[src/rtl/mac_role_assignment_table_macros.svh]
// assertion macros for the mac role assignment table
// used by the top level only; no other dependencies
`ifndef MAC_ROLE_ASSIGNMENT_TABLE_MACROS_SVH
`define MAC_ROLE_ASSIGNMENT_TABLE_MACROS_SVH

// same-cycle implication, disabled while reset is asserted
`define MRAT_ASSERT_IMP(label, clk, rst_n, ante, cons, msg) \
	label: assert property (@(posedge clk) disable iff (!(rst_n)) (ante) |-> (cons)) \
		else $error(msg);

// next-cycle implication, disabled while reset is asserted
`define MRAT_ASSERT_NXT(label, clk, rst_n, ante, cons, msg) \
	label: assert property (@(posedge clk) disable iff (!(rst_n)) (ante) |=> (cons)) \
		else $error(msg);

`endif

[src/rtl/mrat_pkg.sv]
// shared types, codes and constants for the mac role assignment table
// no dependencies
package mrat_pkg;

	localparam int MAC_BYTES       = 6;
	localparam int MAC_W           = MAC_BYTES * 8;
	localparam int ROLE_W          = 2;
	localparam int CMD_W           = 3;
	localparam int STATUS_W        = 2;
	localparam int IDX_IN_W        = 3;
	localparam int COUNT_OUT_W     = 4;
	localparam int NUM_ROLES       = 3;
	localparam int TABLE_DEPTH_DEF = 8;

	typedef logic [MAC_W-1:0]       mac_t;
	typedef logic [ROLE_W-1:0]      role_t;
	typedef logic [CMD_W-1:0]       cmd_t;
	typedef logic [STATUS_W-1:0]    status_t;
	typedef logic [IDX_IN_W-1:0]    idx_in_t;
	typedef logic [COUNT_OUT_W-1:0] count_out_t;
	typedef logic [NUM_ROLES-1:0]   held_t;

	// command codes
	localparam cmd_t CMD_GET    = 3'd0;
	localparam cmd_t CMD_SET    = 3'd1;
	localparam cmd_t CMD_SWAP   = 3'd2;
	localparam cmd_t CMD_FORGET = 3'd3;
	localparam cmd_t CMD_READ   = 3'd4;

	// status codes
	localparam status_t ST_OK        = 2'd0;
	localparam status_t ST_INVALID   = 2'd1;
	localparam status_t ST_NOT_FOUND = 2'd2;

	// roles
	localparam role_t ROLE_POINTER = 2'd0;
	localparam role_t ROLE_WHEEL   = 2'd1;
	localparam role_t ROLE_MOD     = 2'd2;
	localparam role_t ROLE_INVALID = 2'd3;

	typedef struct packed {
		cmd_t    command;
		mac_t    mac_a;
		mac_t    mac_b;
		role_t   new_role;
		idx_in_t entry_index;
	} request_t;

	typedef struct packed {
		role_t      role_out;
		status_t    status;
		logic       changed;
		count_out_t entry_count_out;
		mac_t       mac_out;
	} result_t;

	// one table entry as held in the store
	typedef struct packed {
		mac_t  key;
		role_t role;
	} entry_t;

	// first role that no entry holds, the modifier role when all are held
	function automatic role_t free_role(input held_t held);
		role_t r;
		if (!held[ROLE_POINTER])
			r = ROLE_POINTER;
		else if (!held[ROLE_WHEEL])
			r = ROLE_WHEEL;
		else
			r = ROLE_MOD;
		return r;
	endfunction

endpackage

[src/rtl/mrat_store.sv]
// entry store: one write port, one read port with registered read data
// depends on mrat_pkg for the entry type
module mrat_store #(
	parameter int DEPTH = mrat_pkg::TABLE_DEPTH_DEF,
	localparam int AW = (DEPTH > 1) ? $clog2(DEPTH) : 1
) (
	input  logic             clk,
	input  logic             we,
	input  logic [AW-1:0]    waddr,
	input  mrat_pkg::entry_t wdata,
	input  logic             re,
	input  logic [AW-1:0]    raddr,
	output mrat_pkg::entry_t rdata
);

	mrat_pkg::entry_t mem [DEPTH];

	always_ff @(posedge clk) begin
		if (we)
			mem[waddr] <= wdata;
	end

	always_ff @(posedge clk) begin
		if (re)
			rdata <= mem[raddr];
	end

endmodule

[src/rtl/mac_role_assignment_table.sv]
// top level of the mac role assignment table: command sequencer and checks
// depends on mrat_pkg, mrat_store and mac_role_assignment_table_macros.svh
`include "mac_role_assignment_table_macros.svh"

// A command item is taken when start is high and busy is low; its single
// result item appears on result for exactly one cycle with done high, and
// the receiver cannot hold it off, so it must be captured on that cycle.
// All work goes through one entry store, with one write and one read port,
// and one 48-bit key comparator under a small sequencer, so the time per item
// follows the number of valid entries n: a scan streams one entry a cycle and
// stops at the first hit. Get and set scan once, swap scans twice, forget
// shifts every entry above the hit down by one, a read entry reads the store
// once, and commands rejected on their arguments finish without a scan.
// busy stays high until the result is out; the next item may be started in
// the same cycle as done. There is no clearing pass after reset: only entries
// below the valid count are ever read.
module mac_role_assignment_table #(
	parameter int TABLE_DEPTH = mrat_pkg::TABLE_DEPTH_DEF
) (
	input  logic               clk,
	input  logic               arst_n,
	input  logic               start,
	output logic               busy,
	input  mrat_pkg::request_t request,
	output logic               done,
	output mrat_pkg::result_t  result
);

	// store address width and a count width that can hold the depth itself
	localparam int AW = (TABLE_DEPTH > 1) ? $clog2(TABLE_DEPTH) : 1;
	localparam int CW = $clog2(TABLE_DEPTH + 1);
	// width wide enough to compare a requested position with the count
	localparam int PW = (CW > mrat_pkg::IDX_IN_W) ? CW : mrat_pkg::IDX_IN_W;

	// sequencer states
	localparam logic [2:0] S_IDLE     = 3'd0;
	localparam logic [2:0] S_SCAN     = 3'd1;
	localparam logic [2:0] S_ACT      = 3'd2;
	localparam logic [2:0] S_SWAP2    = 3'd3;
	localparam logic [2:0] S_SHIFT_RD = 3'd4;
	localparam logic [2:0] S_SHIFT_WR = 3'd5;
	localparam logic [2:0] S_READ     = 3'd6;

	logic [2:0]         state_q;
	mrat_pkg::request_t req_q;
	logic [CW-1:0]      count_q;

	// scan walker: idx_q is the next address to read, chk_q the entry
	// whose data sits on the store output when pend_q is set
	logic [CW-1:0]      idx_q;
	logic [AW-1:0]      chk_q;
	logic               pend_q;
	logic               pass_q;
	mrat_pkg::held_t    held_q;

	// outcome of the latest scan, and of the first swap pass
	logic               fnd_q;
	logic [AW-1:0]      fidx_q;
	mrat_pkg::role_t    frole_q;
	logic               a_fnd_q;
	logic [AW-1:0]      a_idx_q;
	mrat_pkg::role_t    a_role_q;

	// result registers
	logic               done_q;
	mrat_pkg::role_t    role_q;
	mrat_pkg::status_t  status_q;
	logic               changed_q;
	mrat_pkg::mac_t     mac_q;

	// store port
	logic               mem_we;
	logic [AW-1:0]      mem_waddr;
	mrat_pkg::entry_t   mem_wdata;
	logic               mem_re;
	logic [AW-1:0]      mem_raddr;
	mrat_pkg::entry_t   mem_rdata;

	logic               accept;
	logic               pos_ok;
	logic               room;
	logic               hit;
	logic               scan_more;
	logic               shift_more;
	logic [CW-1:0]      idx_nxt;
	mrat_pkg::mac_t     cmp_key;
	mrat_pkg::held_t    held_nxt;
	mrat_pkg::role_t    new_entry_role;
	logic               swap_differs;

	mrat_store #(
		.DEPTH (TABLE_DEPTH)
	) u_store (
		.clk   (clk),
		.we    (mem_we),
		.waddr (mem_waddr),
		.wdata (mem_wdata),
		.re    (mem_re),
		.raddr (mem_raddr),
		.rdata (mem_rdata)
	);

	assign busy   = (state_q != S_IDLE);
	assign accept = start && !busy;
	assign done   = done_q;

	always_comb begin
		result.role_out        = role_q;
		result.status          = status_q;
		result.changed         = changed_q;
		result.entry_count_out = mrat_pkg::count_out_t'(count_q);
		result.mac_out         = mac_q;
	end

	// read position checked against the valid count at the input
	assign pos_ok = PW'(request.entry_index) < PW'(count_q);
	assign room   = count_q < CW'(TABLE_DEPTH);

	// the shared key comparator: first key on the first pass, second key on
	// the second swap pass
	assign cmp_key   = pass_q ? req_q.mac_b : req_q.mac_a;
	assign hit       = pend_q && (mem_rdata.key == cmp_key);
	assign scan_more = idx_q < count_q;

	// roles seen so far, for the free role of a get miss
	assign held_nxt = held_q | {mem_rdata.role == mrat_pkg::ROLE_MOD,
	                            mem_rdata.role == mrat_pkg::ROLE_WHEEL,
	                            mem_rdata.role == mrat_pkg::ROLE_POINTER};

	assign new_entry_role = mrat_pkg::free_role(held_q);
	assign swap_differs   = a_fnd_q && fnd_q && (a_role_q != frole_q);

	// shift-down walker for forget
	assign idx_nxt    = idx_q + CW'(1);
	assign shift_more = idx_nxt < count_q;

	// store control
	always_comb begin
		mem_we    = 1'b0;
		mem_waddr = '0;
		mem_wdata = '0;
		mem_re    = 1'b0;
		mem_raddr = '0;
		unique case (state_q)
			S_IDLE: begin
				if (accept && request.command == mrat_pkg::CMD_READ && pos_ok) begin
					mem_re    = 1'b1;
					mem_raddr = AW'(request.entry_index);
				end
			end
			S_SCAN: begin
				if (!hit && scan_more) begin
					mem_re    = 1'b1;
					mem_raddr = idx_q[AW-1:0];
				end
			end
			S_ACT: begin
				unique case (req_q.command)
					mrat_pkg::CMD_GET: begin
						// append at the end of the table on a miss
						if (!fnd_q && room) begin
							mem_we         = 1'b1;
							mem_waddr      = count_q[AW-1:0];
							mem_wdata.key  = req_q.mac_a;
							mem_wdata.role = new_entry_role;
						end
					end
					mrat_pkg::CMD_SET: begin
						if (fnd_q) begin
							mem_we         = 1'b1;
							mem_waddr      = fidx_q;
							mem_wdata.key  = req_q.mac_a;
							mem_wdata.role = req_q.new_role;
						end
					end
					mrat_pkg::CMD_SWAP: begin
						// first half of the exchange
						if (pass_q && swap_differs) begin
							mem_we         = 1'b1;
							mem_waddr      = a_idx_q;
							mem_wdata.key  = req_q.mac_a;
							mem_wdata.role = frole_q;
						end
					end
					default: begin
					end
				endcase
			end
			S_SWAP2: begin
				mem_we         = 1'b1;
				mem_waddr      = fidx_q;
				mem_wdata.key  = req_q.mac_b;
				mem_wdata.role = a_role_q;
			end
			S_SHIFT_RD: begin
				if (shift_more) begin
					mem_re    = 1'b1;
					mem_raddr = idx_nxt[AW-1:0];
				end
			end
			S_SHIFT_WR: begin
				mem_we    = 1'b1;
				mem_waddr = idx_q[AW-1:0];
				mem_wdata = mem_rdata;
			end
			S_READ: begin
			end
			default: begin
			end
		endcase
	end

	// sequencer
	always_ff @(posedge clk or negedge arst_n) begin
		if (!arst_n) begin
			state_q   <= S_IDLE;
			req_q     <= '0;
			count_q   <= '0;
			idx_q     <= '0;
			chk_q     <= '0;
			pend_q    <= 1'b0;
			pass_q    <= 1'b0;
			held_q    <= '0;
			fnd_q     <= 1'b0;
			fidx_q    <= '0;
			frole_q   <= '0;
			a_fnd_q   <= 1'b0;
			a_idx_q   <= '0;
			a_role_q  <= '0;
			done_q    <= 1'b0;
			role_q    <= '0;
			status_q  <= mrat_pkg::ST_OK;
			changed_q <= 1'b0;
			mac_q     <= '0;
		end else begin
			done_q <= 1'b0;
			unique case (state_q)
				S_IDLE: begin
					if (accept) begin
						req_q     <= request;
						role_q    <= '0;
						status_q  <= mrat_pkg::ST_OK;
						changed_q <= 1'b0;
						mac_q     <= '0;
						idx_q     <= '0;
						pend_q    <= 1'b0;
						pass_q    <= 1'b0;
						held_q    <= '0;
						unique case (request.command) inside
							mrat_pkg::CMD_GET,
							mrat_pkg::CMD_FORGET: begin
								state_q <= S_SCAN;
							end
							mrat_pkg::CMD_SET: begin
								// bad role is rejected before any search
								if (request.new_role == mrat_pkg::ROLE_INVALID) begin
									status_q <= mrat_pkg::ST_INVALID;
									done_q   <= 1'b1;
								end else begin
									state_q <= S_SCAN;
								end
							end
							mrat_pkg::CMD_SWAP: begin
								if (request.mac_a == request.mac_b) begin
									status_q <= mrat_pkg::ST_INVALID;
									done_q   <= 1'b1;
								end else begin
									state_q <= S_SCAN;
								end
							end
							mrat_pkg::CMD_READ: begin
								if (pos_ok) begin
									state_q <= S_READ;
								end else begin
									status_q <= mrat_pkg::ST_INVALID;
									done_q   <= 1'b1;
								end
							end
							default: begin
								status_q <= mrat_pkg::ST_INVALID;
								done_q   <= 1'b1;
							end
						endcase
					end
				end
				S_SCAN: begin
					if (pend_q)
						held_q <= held_nxt;
					if (hit) begin
						fnd_q   <= 1'b1;
						fidx_q  <= chk_q;
						frole_q <= mem_rdata.role;
						pend_q  <= 1'b0;
						state_q <= S_ACT;
					end else if (scan_more) begin
						chk_q  <= idx_q[AW-1:0];
						pend_q <= 1'b1;
						idx_q  <= idx_nxt;
					end else begin
						fnd_q   <= 1'b0;
						pend_q  <= 1'b0;
						state_q <= S_ACT;
					end
				end
				S_ACT: begin
					unique case (req_q.command)
						mrat_pkg::CMD_GET: begin
							if (fnd_q) begin
								role_q <= frole_q;
							end else if (room) begin
								role_q    <= new_entry_role;
								count_q   <= count_q + CW'(1);
								changed_q <= 1'b1;
							end
							// a full table answers with the cursor role
							state_q <= S_IDLE;
							done_q  <= 1'b1;
						end
						mrat_pkg::CMD_SET: begin
							if (fnd_q)
								changed_q <= 1'b1;
							else
								status_q <= mrat_pkg::ST_NOT_FOUND;
							state_q <= S_IDLE;
							done_q  <= 1'b1;
						end
						mrat_pkg::CMD_SWAP: begin
							if (!pass_q) begin
								// second pass for the other key
								a_fnd_q  <= fnd_q;
								a_idx_q  <= fidx_q;
								a_role_q <= frole_q;
								if (fnd_q) begin
									pass_q  <= 1'b1;
									idx_q   <= '0;
									state_q <= S_SCAN;
								end else begin
									status_q <= mrat_pkg::ST_NOT_FOUND;
									state_q  <= S_IDLE;
									done_q   <= 1'b1;
								end
							end else if (!(a_fnd_q && fnd_q)) begin
								status_q <= mrat_pkg::ST_NOT_FOUND;
								state_q  <= S_IDLE;
								done_q   <= 1'b1;
							end else if (swap_differs) begin
								changed_q <= 1'b1;
								state_q   <= S_SWAP2;
							end else begin
								// equal roles: nothing to exchange
								state_q <= S_IDLE;
								done_q  <= 1'b1;
							end
						end
						mrat_pkg::CMD_FORGET: begin
							if (fnd_q) begin
								idx_q   <= CW'(fidx_q);
								state_q <= S_SHIFT_RD;
							end else begin
								status_q <= mrat_pkg::ST_NOT_FOUND;
								state_q  <= S_IDLE;
								done_q   <= 1'b1;
							end
						end
						default: begin
							status_q <= mrat_pkg::ST_INVALID;
							state_q  <= S_IDLE;
							done_q   <= 1'b1;
						end
					endcase
				end
				S_SWAP2: begin
					state_q <= S_IDLE;
					done_q  <= 1'b1;
				end
				S_SHIFT_RD: begin
					if (shift_more) begin
						state_q <= S_SHIFT_WR;
					end else begin
						count_q   <= count_q - CW'(1);
						changed_q <= 1'b1;
						state_q   <= S_IDLE;
						done_q    <= 1'b1;
					end
				end
				S_SHIFT_WR: begin
					idx_q   <= idx_nxt;
					state_q <= S_SHIFT_RD;
				end
				S_READ: begin
					role_q  <= mem_rdata.role;
					mac_q   <= mem_rdata.key;
					state_q <= S_IDLE;
					done_q  <= 1'b1;
				end
				default: begin
					state_q <= S_IDLE;
				end
			endcase
		end
	end

	// checks
	`MRAT_ASSERT_IMP(a_done_idle, clk, arst_n, done, !busy, "result strobe while sequencer busy")
	`MRAT_ASSERT_IMP(a_count_max, clk, arst_n, 1'b1, count_q <= CW'(TABLE_DEPTH), "count above depth")
	`MRAT_ASSERT_NXT(a_accept_prog, clk, arst_n, accept, busy || done, "accepted item dropped")
	`MRAT_ASSERT_IMP(a_changed_ok, clk, arst_n, done && result.changed, result.status == mrat_pkg::ST_OK, "change reported with error status")

endmodule
[config.mk]
export PLATFORM = sky130hd
export DESIGN_NAME = mac_role_assignment_table
export DESIGN_NICKNAME = d
export VERILOG_FILES = /design/src/rtl/mrat_pkg.sv /design/src/rtl/mrat_store.sv /design/src/rtl/mac_role_assignment_table.sv
export VERILOG_INCLUDE_DIRS = /design/src /design/src/rtl
export SDC_FILE = /design/constraint.sdc
export NUM_CORES = 1
export LEC_CHECK = 0
export BUFFER_PORTS_ARGS = -buffer_cell sky130_fd_sc_hd__clkbuf_2
export CAP_MARGIN = 40
export CORE_ASPECT_RATIO = 0.8
export CORE_MARGIN = 2
export CORE_UTILIZATION = 24
export CTS_CLUSTER_SIZE = 28
export DETAILED_ROUTE_END_ITERATION = 8
export GPL_TIMING_DRIVEN = 0
export HOLD_SLACK_MARGIN = 0.05
export PLACE_DENSITY = 0.39
export SETUP_SLACK_MARGIN = 0.2
export SLEW_MARGIN = 20
export SYNTH_ARGS = -nofsm -noshare
export SYNTH_HDL_FRONTEND = slang
export SYNTH_SLANG_ARGS = --single-unit
export TNS_END_PERCENT = 100
[constraint.sdc]
create_clock -name clk -period 8.5 [get_ports clk]
set_input_delay 2.125 -clock clk [delete_from_list [all_inputs] [get_ports clk]]
set_output_delay 2.125 -clock clk [all_outputs]
set_load 0.05 [all_outputs]
# Word-level counts from Yosys, hierarchy flattened
# Memories as Yosys holds them, arrays and structs flattened. A register that Yosys moved wholly into a read port is not among the register bits.
# Cells that the tools add are included.
[totals] inputBits=107 mem_count=1 output_inout_bits=59 ram_bits=400 register_bits=186 elab_cells=230
[classes] magnitude_cmp=4 bitwise_logic=3 addsub=3 n_eq_ne=48 n_reduce_logical=43 muxes=106
[mem_list] name="u_store.mem" depth=8 word_bits=50 rd=1 rd_ports_with_merged_regs=1 write_ports=1 line="mrat_store.sv:16" rtl="mrat_pkg::entry_t mem [DEPTH];"
[op_table] operator="50-bit one-hot mux with 3 select lines" count=2
[op_table] operator="50-bit two-way mux" count=3
[op_table] operator="48-bit == test" count=2
[op_table] operator="48-bit two-way mux" count=2
[op_table] operator="48-bit one-hot mux with 2 select lines" count=1
[op_table] operator="3-bit two-way mux" count=17
[op_table] operator="3-bit inequality test, second input constant" count=14
[op_table] operator="4-bit two-way mux" count=10
[op_table] operator="1-bit two-way mux" count=35
[op_table] operator="3-bit one-hot mux with 3 select lines" count=3
[op_table] operator="2-bit two-way mux" count=12
[op_table] operator="2-bit inequality test, second input constant" count=10
[op_table] operator="3-bit by 2-bit == test with 1-bit output, second input constant" count=6
[op_table] operator="4-bit one-hot mux with 2 select lines" count=2
[op_table] operator="4-bit one-hot mux with 4 select lines" count=1
[op_table] operator="3-bit one-hot mux with 5 select lines" count=1
[op_table] operator="3-bit == test, second input constant" count=4
[op_table] operator="1-bit one-hot mux with 3 select lines" count=4
[op_table] operator="1-bit one-hot mux with 4 select lines" count=3
[op_table] operator="2-bit one-hot mux with 3 select lines" count=2
[op_table] operator="3-bit one-hot mux with 2 select lines" count=2
[op_table] operator="3-bit one-hot mux with 4 select lines" count=1
[op_table] operator="3-bit AND reduction" count=4
[op_table] operator="10-bit AND reduction" count=1
[op_table] operator="other kinds (31)" count=65

# Longest topological paths before layout
# Gate-level depths: netlist of the first run.
[logic_depth] depth_word=8 ltp_mapped=15 ltp_nobuf=10

# Modules after synthesis
# A second synthesis of the first run with hierarchy kept.
[unflattened] cells_unflattened=1854 area_unflattened_um2=27415.0
[by_module_without_submodules] mod="mrat_store" cells_per_inst=641 n_inst=1 area_per_inst_um2=16951.3
[by_module_without_submodules] mod="mac_role_assignment_table" cells_per_inst=1213 n_inst=1 area_per_inst_um2=10463.8

# Worst setup path after synthesis of the first run
# Ideal clock, no wire load.
[synth_timing] kind="register -> register" startpoint="register pass_q" endpoint="memory u_store.mem[2][0] (netlist name), enable pin" setup_time_ps=458 slack_ps=3809 synth_period_minus_slack_ps=4691 arrival_time_ps=4233 path_stages_with_launch=11 required_ps=8042 path_cell_list="dfrtp_1 buf_6 clkbuf_1 nand2b_1 or2_1 nor2_1 nor3_1 nor2_1 nor3_1 or3b_1 nor2_1"
[synth_between] elab_chain_cells=6 elab_cells_between_ends=9
[synth_lines] item="from (decl)" line="mac_role_assignment_table.sv:53" rtl="logic pass_q;"
[synth_lines] item="from (signal assigned)" line="mac_role_assignment_table.sv:222" rtl="pass_q <= 1'b0;"
[synth_lines] item="from (signal assigned)" line="mac_role_assignment_table.sv:247" rtl="pass_q <= 1'b0;"
[synth_lines] item="from (signal assigned)" line="mac_role_assignment_table.sv:334" rtl="pass_q <= 1'b1;"
[synth_lines] item="1-bit logical AND (*)" line="mac_role_assignment_table.sv:178" rtl="if (pass_q && swap_differs) begin"
[synth_lines] item="1-bit two-way mux" line="mac_role_assignment_table.sv:178"
[synth_lines] item="1-bit one-hot mux with 3 select lines" line="mac_role_assignment_table.sv:158" rtl="unique case (req_q.command)"
[synth_lines] item="1-bit one-hot mux with 2 select lines" line="mac_role_assignment_table.sv:144" rtl="unique case (state_q)"
[synth_lines] item="1-bit two-way mux" line="mrat_store.sv:19" rtl="if (we)"
[synth_lines] item="1-bit two-way mux (implied by the code)" line="mrat_store.sv:20" rtl="mem[waddr] <= wdata;"
[synth_lines] item="to (decl)" line="mrat_store.sv:16"
# Mark *: on every way between the ends. The rest lies on a longest branch, timed or not.

# Worst setup path in the final report of the first run
[layout_timing] startpoint="register idx_q[0]" endpoint="register, netlist name u_store.rdata[42]"
[layout_between] elab_chain_cells=4 elab_cells_between_ends=10
[layout_lines] item="from (decl)" line="mac_role_assignment_table.sv:50" rtl="logic [CW-1:0] idx_q;"
[layout_lines] item="from (signal assigned)" line="mac_role_assignment_table.sv:298" rtl="idx_q <= idx_nxt;"
[layout_lines] item="from (signal assigned)" line="mac_role_assignment_table.sv:357" rtl="idx_q <= CW'(fidx_q);"
[layout_lines] item="from (signal assigned)" line="mac_role_assignment_table.sv:387" rtl="idx_q <= idx_nxt;"
[layout_lines] item="4-bit by 1-bit adder with 4-bit output / 4-bit less-than comparator (equally long branches)" line="mac_role_assignment_table.sv:134, mac_role_assignment_table.sv:123"
[layout_lines] item="4-bit less-than comparator / 1-bit logical AND (equally long branches)" line="mac_role_assignment_table.sv:135, mac_role_assignment_table.sv:152"
[layout_lines] item="3-bit two-way mux, or another cell as far along" line="mac_role_assignment_table.sv:196" rtl="if (shift_more) begin"
[layout_lines] item="3-bit one-hot mux with 3 select lines / 1-bit one-hot mux with 3 select lines (equally long branches)" line="mac_role_assignment_table.sv:144"
# Parallel ways exist; a longest one is shown, timed or not.
# A chain may end at the register's enable or synchronous reset.

==> impl_metrics.py, run 1 <==
metrics = {
    "status": {
        "status": "completed",
    },
    "clocking": {
        "postCtsResizedCells": 0,
        "cts.sinks": 635,
        "postCtsHoldBufs": 0,
        "clock_latency_ps": 660,
        "postCtsSetupBuffers": 0,
        "max-clock-path-buffers": 3,
        "path_clk_slew_ps": 50,
        "cts_tree": "done",
        "cts_buffers": 78,
        "ctsRootBufferMaster": "clkbuf_16",
        "h-tree-depth": 3,
    },
    "routing": {
        "antenna_left": 0,
        "drc": 0,
        "wl_per_cell_um": 25.9,
        "via_per_inst": 5.04,
        "dr.pass1.iters": 6,
        "wl_mm": 115,
        "drt_iter0_drc": 2407,
        "num_vias": 22500,
    },
    "final_layout": {
        "areaGrowthSynthToFinish_pct": 21.4,
        "fin_nets": 2912,
        "layout_commonest_cell": "edfxtp_1",
        "utilization_pct": 29.5,
        "drive_gt1_share_pct": 13.0,
        "layout_common_cells": "edfxtp_1, nand2_1, nand3_1",
        "antenna_cells": 0,
    },
    "placed_design": {
        "gp_congestion": 0.914,
        "portBuffers": 165,
        "dp_slack_ps": 1770,
        "dpl.hpwl_mm": 88.9,
    },
    "synthesis": {
        "synth-edff-count": 450,
        "ys_async_sr_fraction_pct": 29.1,
        "syn-num-nets": 2615,
        "synth-seq-cells": 635,
        "synthCells": 2496,
        "ys_seq_area_share_pct": 62.8,
        "syn_area_mm2": 0.0289,
        "synthDistinctLibCells": 59,
        "synth_ff_type": "edfxtp_1",
        "yosysWarnings": 0,
        "synth.avg_cell_area_um2": 11.6,
    },
    "hold_path": {
        "min_path_cells": 2,
        "whs_endpoint": "chk_q[1]$_DFFE_PN0P_",
        "hold_path.startpoint": "chk_q[1]$_DFFE_PN0P_",
        "hold_class": "reg -> reg",
    },
    "setup_path": {
        "end_kind": "flip-flop",
        "critPathMaxFanout": 10,
        "startpoint": "idx_q[0]$_DFFE_PN0P_",
        "worstPathArrival_ps": 7270,
        "worst_path_max_delay_cell": "nor4_1",
        "startpoint_type": "flip-flop",
        "crit_required_ps": 8830,
        "max_stage_delay_ps": 700,
        "rr_worst_depth": 17,
        "path_class": "reg -> reg",
        "r2r_start": "idx_q[0]$_DFFE_PN0P_",
        "crit_chain": "clkbuf_1, buf_8, clkbuf_1, clkbuf_1, nand3_1, xnor2_1, ha_1, o21a_1, or4_1, clkbuf_1, buf_8, nand2_1, a31o_1, buf_2, clkbuf_1, a211oi_1, nor4_1",
        "crit_top_cell": "clkbuf_1",
        "rrSetupSlack_ps": 1570,
        "reg2reg_to": "u_store.rdata[42]$_DFFE_PP_",
    },
    "floorplanning": {
        "initial_utilization_pct": 24.3,
        "die-area_mm2": 0.123,
        "die_h_um": 314,
        "die_w_um": 392,
        "core-area_mm2": 0.119,
        "io_pins": 166,
        "core.rowCount": 113,
    },
    "sta": {
        "max_clock_freq_mhz": 144,
        "slew_violations": 0,
        "fin_crit_ps": 6930,
        "finalWorstSetupSlack_ps": 1570,
        "setup_viol": 0,
        "fin_setup_tns_ps": 0,
        "fin_skew_ps": 23.4,
        "finalCritPeriodShare_pct": 81.6,
        "timing_worst_slew_pin_value_ps": 1210,
        "rsz0062_at_grt": "false",
        "maxSlewHeadroom_pct": 19.0,
        "hold_viol": 0,
    },
    "global_routing": {
        "antenna_found_initial": 3,
        "grt_usage_pct": 18.3,
        "grt_pass1_wl_mm": 164,
        "first_global_vias": 22700,
        "grt_overflow": 0,
        "grt_max_degree": 88,
    },
    "power": {
        "power.leakage_nw": 13.4,
        "p_total_mw": 11.2,
        "power_density_mw_per_mm2": 320,
        "peakVddDrop_mv": 0.148,
    },
    "run": {
        "maxCapViolCount": 0,
    },
}
==> kinds of logic (layout without fill, tap and decap cells) <==
logic type	after synthesis	count (layout)	share of synthesized area [%]
XOR/XNOR	93	93	2.82
AO/OA/AOI/OAI	544	544	14.5
buffers and inverters	346	704	4.69
multiplexers	64	64	2.26
adder cells (fa/ha/maj)	12	12	0.546
AND/OR/NAND/NOR	802	802	12.3
flip-flops	635	635	62.8
==> worst max-delay path by stage <==
stage	endpoint	slack (ps)	cells after the start
after floorplan	u_store.mem[2][0]$_DFFE_PP_	3810	10
after global placement	u_store.rdata[19]$_DFFE_PP_	900	10
after detailed placement	u_store.rdata[42]$_DFFE_PP_	1770	17
after CTS	u_store.rdata[42]$_DFFE_PP_	1730	17
after global routing	u_store.rdata[42]$_DFFE_PP_	1390	17
final	u_store.rdata[42]$_DFFE_PP_	1570	17
==> flip-flops by register name, indices dropped and copies added, names as in the netlist, 4 cells and up <==
name and cells:
count_q 4, idx_q 4, mac_q 48, req_q 101
u_store.mem 400, u_store.rdata 50
==> cell usage after synthesis (12+ instances only) <==
| library cell | number | area share, % |
|---|---|---|
| nor2_1 | 46 | 0.60 |
| buf_1 | 28 | 0.36 |
| a31oi_1 | 151 | 3.3 |
| inv_1 | 112 | 1.5 |
| buf_2 | 15 | 0.26 |
| a222oi_1 | 49 | 1.7 |
| xor2_1 | 30 | 0.91 |
| xnor2_1 | 63 | 1.9 |
| mux2i_1 | 53 | 1.8 |
| o21ai_0 | 12 | 0.21 |
| clkbuf_1 | 181 | 2.4 |
| a2111oi_0 | 150 | 4.5 |
| nand2_1 | 432 | 5.6 |
| a311oi_1 | 50 | 1.5 |
| dfrtp_1 | 185 | 16 |
| nor4_1 | 70 | 1.5 |
| a211oi_1 | 51 | 1.3 |
| a21oi_1 | 17 | 0.29 |
| nand3_1 | 204 | 3.5 |
| edfxtp_1 | 450 | 47 |
==> area by class of cell <==
| type | instances | area [um^2] |
|---|---|---|
| Clock inverter | 33 | 320 |
| Clock buffer | 108 | 2140 |
| Buffer | 234 | 936 |
| Tap cell | 1610 | 2010 |
| Inverter | 112 | 420 |
| Timing Repair Buffer | 217 | 1580 |
| Fill cell | 12300 | 84000 |
| Sequential cell | 635 | 18100 |
| Multi-Input combinational cell | 1515 | 9510 |
==> critical path: cells and delay by family (launching register included) <==
family / cells / cell delay [ps]
DFF: 1 / 360
adders and majority gates: 1 / 260
buffers and inverters: 8 / 3330
xor gates and xnor gates: 1 / 260
and+or+nand+nor: 4 / 1810
AOI/OAI and AO/OA: 3 / 540
==> metrics by stage <==
step | hold slack (ps) | cell area, um^2 | std cells
2_1_floorplan | 446 | 28900 | 2496
3_3_place_gp | 467 | 31700 | 4271
6_report | 479 | 35100 | 4464
4_1_cts | 484 | 35000 | 4456
5_1_grt | 501 | 35100 | 4464
3_5_place_dp | 473 | 32500 | 4315
==> power breakdown <==
part / leakage (nW) / total [mW] / internal (mW) / switching (mW)
registers: 6.57 / 4.60 / 4.00 / 0.604
logic: 5.63 / 3.36 / 0.925 / 2.44
clock network: 1.21 / 3.27 / 1.89 / 1.37
total: 13.4 / 11.2 / 6.81 / 4.41
==> per-layer routing <==
layer / global-route usage (%) / routed length (um) / vias up
li1: - / - / 10100
met1: 26.8 / 54500 / 11300
met2: 27.5 / 49800 / 911
met3: 3.10 / 7540 / 160
met4: 5.92 / 3640 / 0
met5: 0 / 0 / -
Note: power is estimated with default switching activity, not from simulation.
==> run 2: changes to the inputs <==
==> constraint.sdc (replaced) <==
create_clock -name clk -period 7.2 [get_ports clk]
set_input_delay 1.8 -clock clk [delete_from_list [all_inputs] [get_ports clk]]
set_output_delay 1.8 -clock clk [all_outputs]
set_load 0.05 [all_outputs]
==> impl_metrics.py, run 2 (synthesis gave the netlist of run 1 again) <==
metrics = {
    "power": {
        "p_total_mw": 13.3,
        "seqPwrFrac_pct": 41.0,
        "clkPwrFrac_pct": 29.1,
        "p_int_mw": 8.04,
        "swShare_pct": 39.3,
        "p_comb_share_pct": 30.0,
        "power_density_mw_per_mm2": 378,
        "switchingPower_mw": 5.21,
        "peakVddDrop_mv": 0.175,
        "power.leakage_nw": 13.4,
    },
    "final_layout": {
        "fillers": 12300,
        "utilization_pct": 29.5,
        "layout_common_cells": "edfxtp_1, nand2_1, nand3_1",
        "final_cells": 4464,
        "fin_nets": 2912,
        "largestRegisters": "u_store.mem (400), req_q (101), u_store.rdata (50)",
        "fin_area_mm2": 0.0351,
        "layout_commonest_cell": "edfxtp_1",
        "largest_register_ffs": 400,
        "areaGrowthSynthToFinish_pct": 21.4,
        "drive_gt1_share_pct": 13.0,
        "antenna_cells": 0,
        "top_register": "u_store.mem",
    },
    "routing": {
        "num_vias": 22500,
        "drt_iter0_drc": 2407,
        "antenna_left": 0,
        "wl_mm": 116,
        "wl_per_cell_um": 25.9,
        "dr.pass1.iters": 6,
        "via_per_inst": 5.04,
        "drc": 0,
    },
    "placed_design": {
        "place_inst": 4315,
        "dpl.hpwl_mm": 88.9,
        "dp_slack_ps": 470,
        "gp_congestion": 0.914,
        "dpl-instance-area_mm2": 0.0325,
        "portBuffers": 165,
    },
    "status": {
        "status": "completed",
    },
    "sta": {
        "fin_setup_tns_ps": 0,
        "maxSlewHeadroom_pct": 19.0,
        "fin_skew_ps": 23.4,
        "holdWs_ps": 479,
        "slew_violations": 0,
        "hold_viol": 0,
        "setup_viol": 0,
        "rsz0062_at_grt": "false",
        "max_clock_freq_mhz": 151,
        "finalWorstSetupSlack_ps": 571,
        "timing_worst_slew_pin_value_ps": 1220,
        "fin_crit_ps": 6630,
        "finalCritPeriodShare_pct": 92.1,
    },
    "floorplanning": {
        "die-area_mm2": 0.123,
        "io_pins": 166,
        "die_w_um": 392,
        "core-area_mm2": 0.119,
        "initial_utilization_pct": 24.3,
        "die_h_um": 314,
        "core.rowCount": 113,
    },
    "global_routing": {
        "antenna_found_initial": 3,
        "first_global_vias": 22700,
        "grt_max_degree": 88,
        "grt_pass1_wl_mm": 164,
        "grt_overflow": 0,
        "grt_usage_pct": 18.3,
    },
    "clocking": {
        "cts_tree": "done",
        "max-clock-path-buffers": 3,
        "postCtsSetupBuffers": 0,
        "h-tree-depth": 3,
        "ctsRootBufferMaster": "clkbuf_16",
        "clock_latency_ps": 660,
        "cts.sinks": 635,
        "path_clk_slew_ps": 50,
        "postCtsHoldBufs": 0,
        "cts_buffers": 78,
    },
    "setup_path": {
        "worstPathArrival_ps": 6960,
        "end_kind": "flip-flop",
        "critPathMaxFanout": 10,
        "startpoint_type": "flip-flop",
        "crit_required_ps": 7530,
        "path_class": "reg -> reg",
    },
    "hold_path": {
        "hold_class": "reg -> reg",
    },
    "run": {
        "maxCapViolCount": 0,
    },
}
-- run 2: cell types whose count changed in the layout (fill, tap and decap cells not counted) --
cell | previous run | this run
clkbuf_1 | 203 | 202
clkbuf_2 | 169 | 170
-- run 2: worst max-delay path, stage by stage, from the launching register on --
cell	delay, ps
dfrtp_1	360
clkbuf_1	320
buf_8	210
clkbuf_1	620
clkbuf_2	480
nand3_1	170
xnor2_1	230
ha_1	260
o21a_1	150
or4_1	410
clkbuf_1	210
buf_8	200
nand2_1	470
a31o_1	190
buf_2	400
clkbuf_1	680
a211oi_1	200
nor4_1	700
-- run 2: final timing paths --
path | start | endpoint | slack (ps) | cells past startpoint
min | chk_q[1]$_DFFE_PN0P_ | chk_q[1]$_DFFE_PN0P_ | 480 | 2
min in group asynchronous | arst_n | status_q[1]$_DFFE_PN0P_ | 1050 | 1
max | idx_q[0]$_DFFE_PN0P_ | u_store.rdata[42]$_DFFE_PP_ | 570 | 17
min reg2reg | chk_q[1]$_DFFE_PN0P_ | chk_q[1]$_DFFE_PN0P_ | 480 | 2
max in group asynchronous | arst_n | mac_q[15]$_DFFE_PN0P_ | 4970 | 3
max reg2reg | idx_q[0]$_DFFE_PN0P_ | u_store.rdata[42]$_DFFE_PP_ | 570 | 17
-- run 2: what timing repair did --
item / 4_1_cts / 5_1_grt
setup endpoints to repair: 0 / 4
endpoints found under the hold margin: 0 / 0
resized for setup: 0 / 2
-- run 2: power groups by stage --
stage	combinational, mW	clock [mW]	sequential (mW)
2_1_floorplan	2.14	0	5.27
3_3_place_gp	3.77	0	5.51
3_5_place_dp	3.96	0	5.47
4_1_cts	3.98	3.95	5.41
5_1_grt	4.28	4.08	5.48
6_report	3.97	3.86	5.43
-- run 2: layout make-up --
class | count | area (um^2) | area share (%)
Sequential cell | 635 | 18100 | 51.7
Multi-Input combinational cell | 1515 | 9510 | 27.1
Clock buffer | 108 | 2140 | 6.11
Tap cell | 1610 | 2010 | 5.74
Timing Repair Buffer | 217 | 1580 | 4.51
Buffer | 234 | 937 | 2.67
Inverter | 112 | 420 | 1.20
Clock inverter | 33 | 320 | 0.913
-- run 2: per-layer routing --
metal / share of wire (%) / up-vias / track usage, % / wire length (um)
met2: 43 / 908 / 27.5 / 49800
met5: 0 / - / 0 / 0
met4: 3.1 / 0 / 5.92 / 3610
met1: 47 / 11300 / 26.8 / 54500
li1: - / 10100 / - / -
met3: 6.5 / 156 / 3.10 / 7510
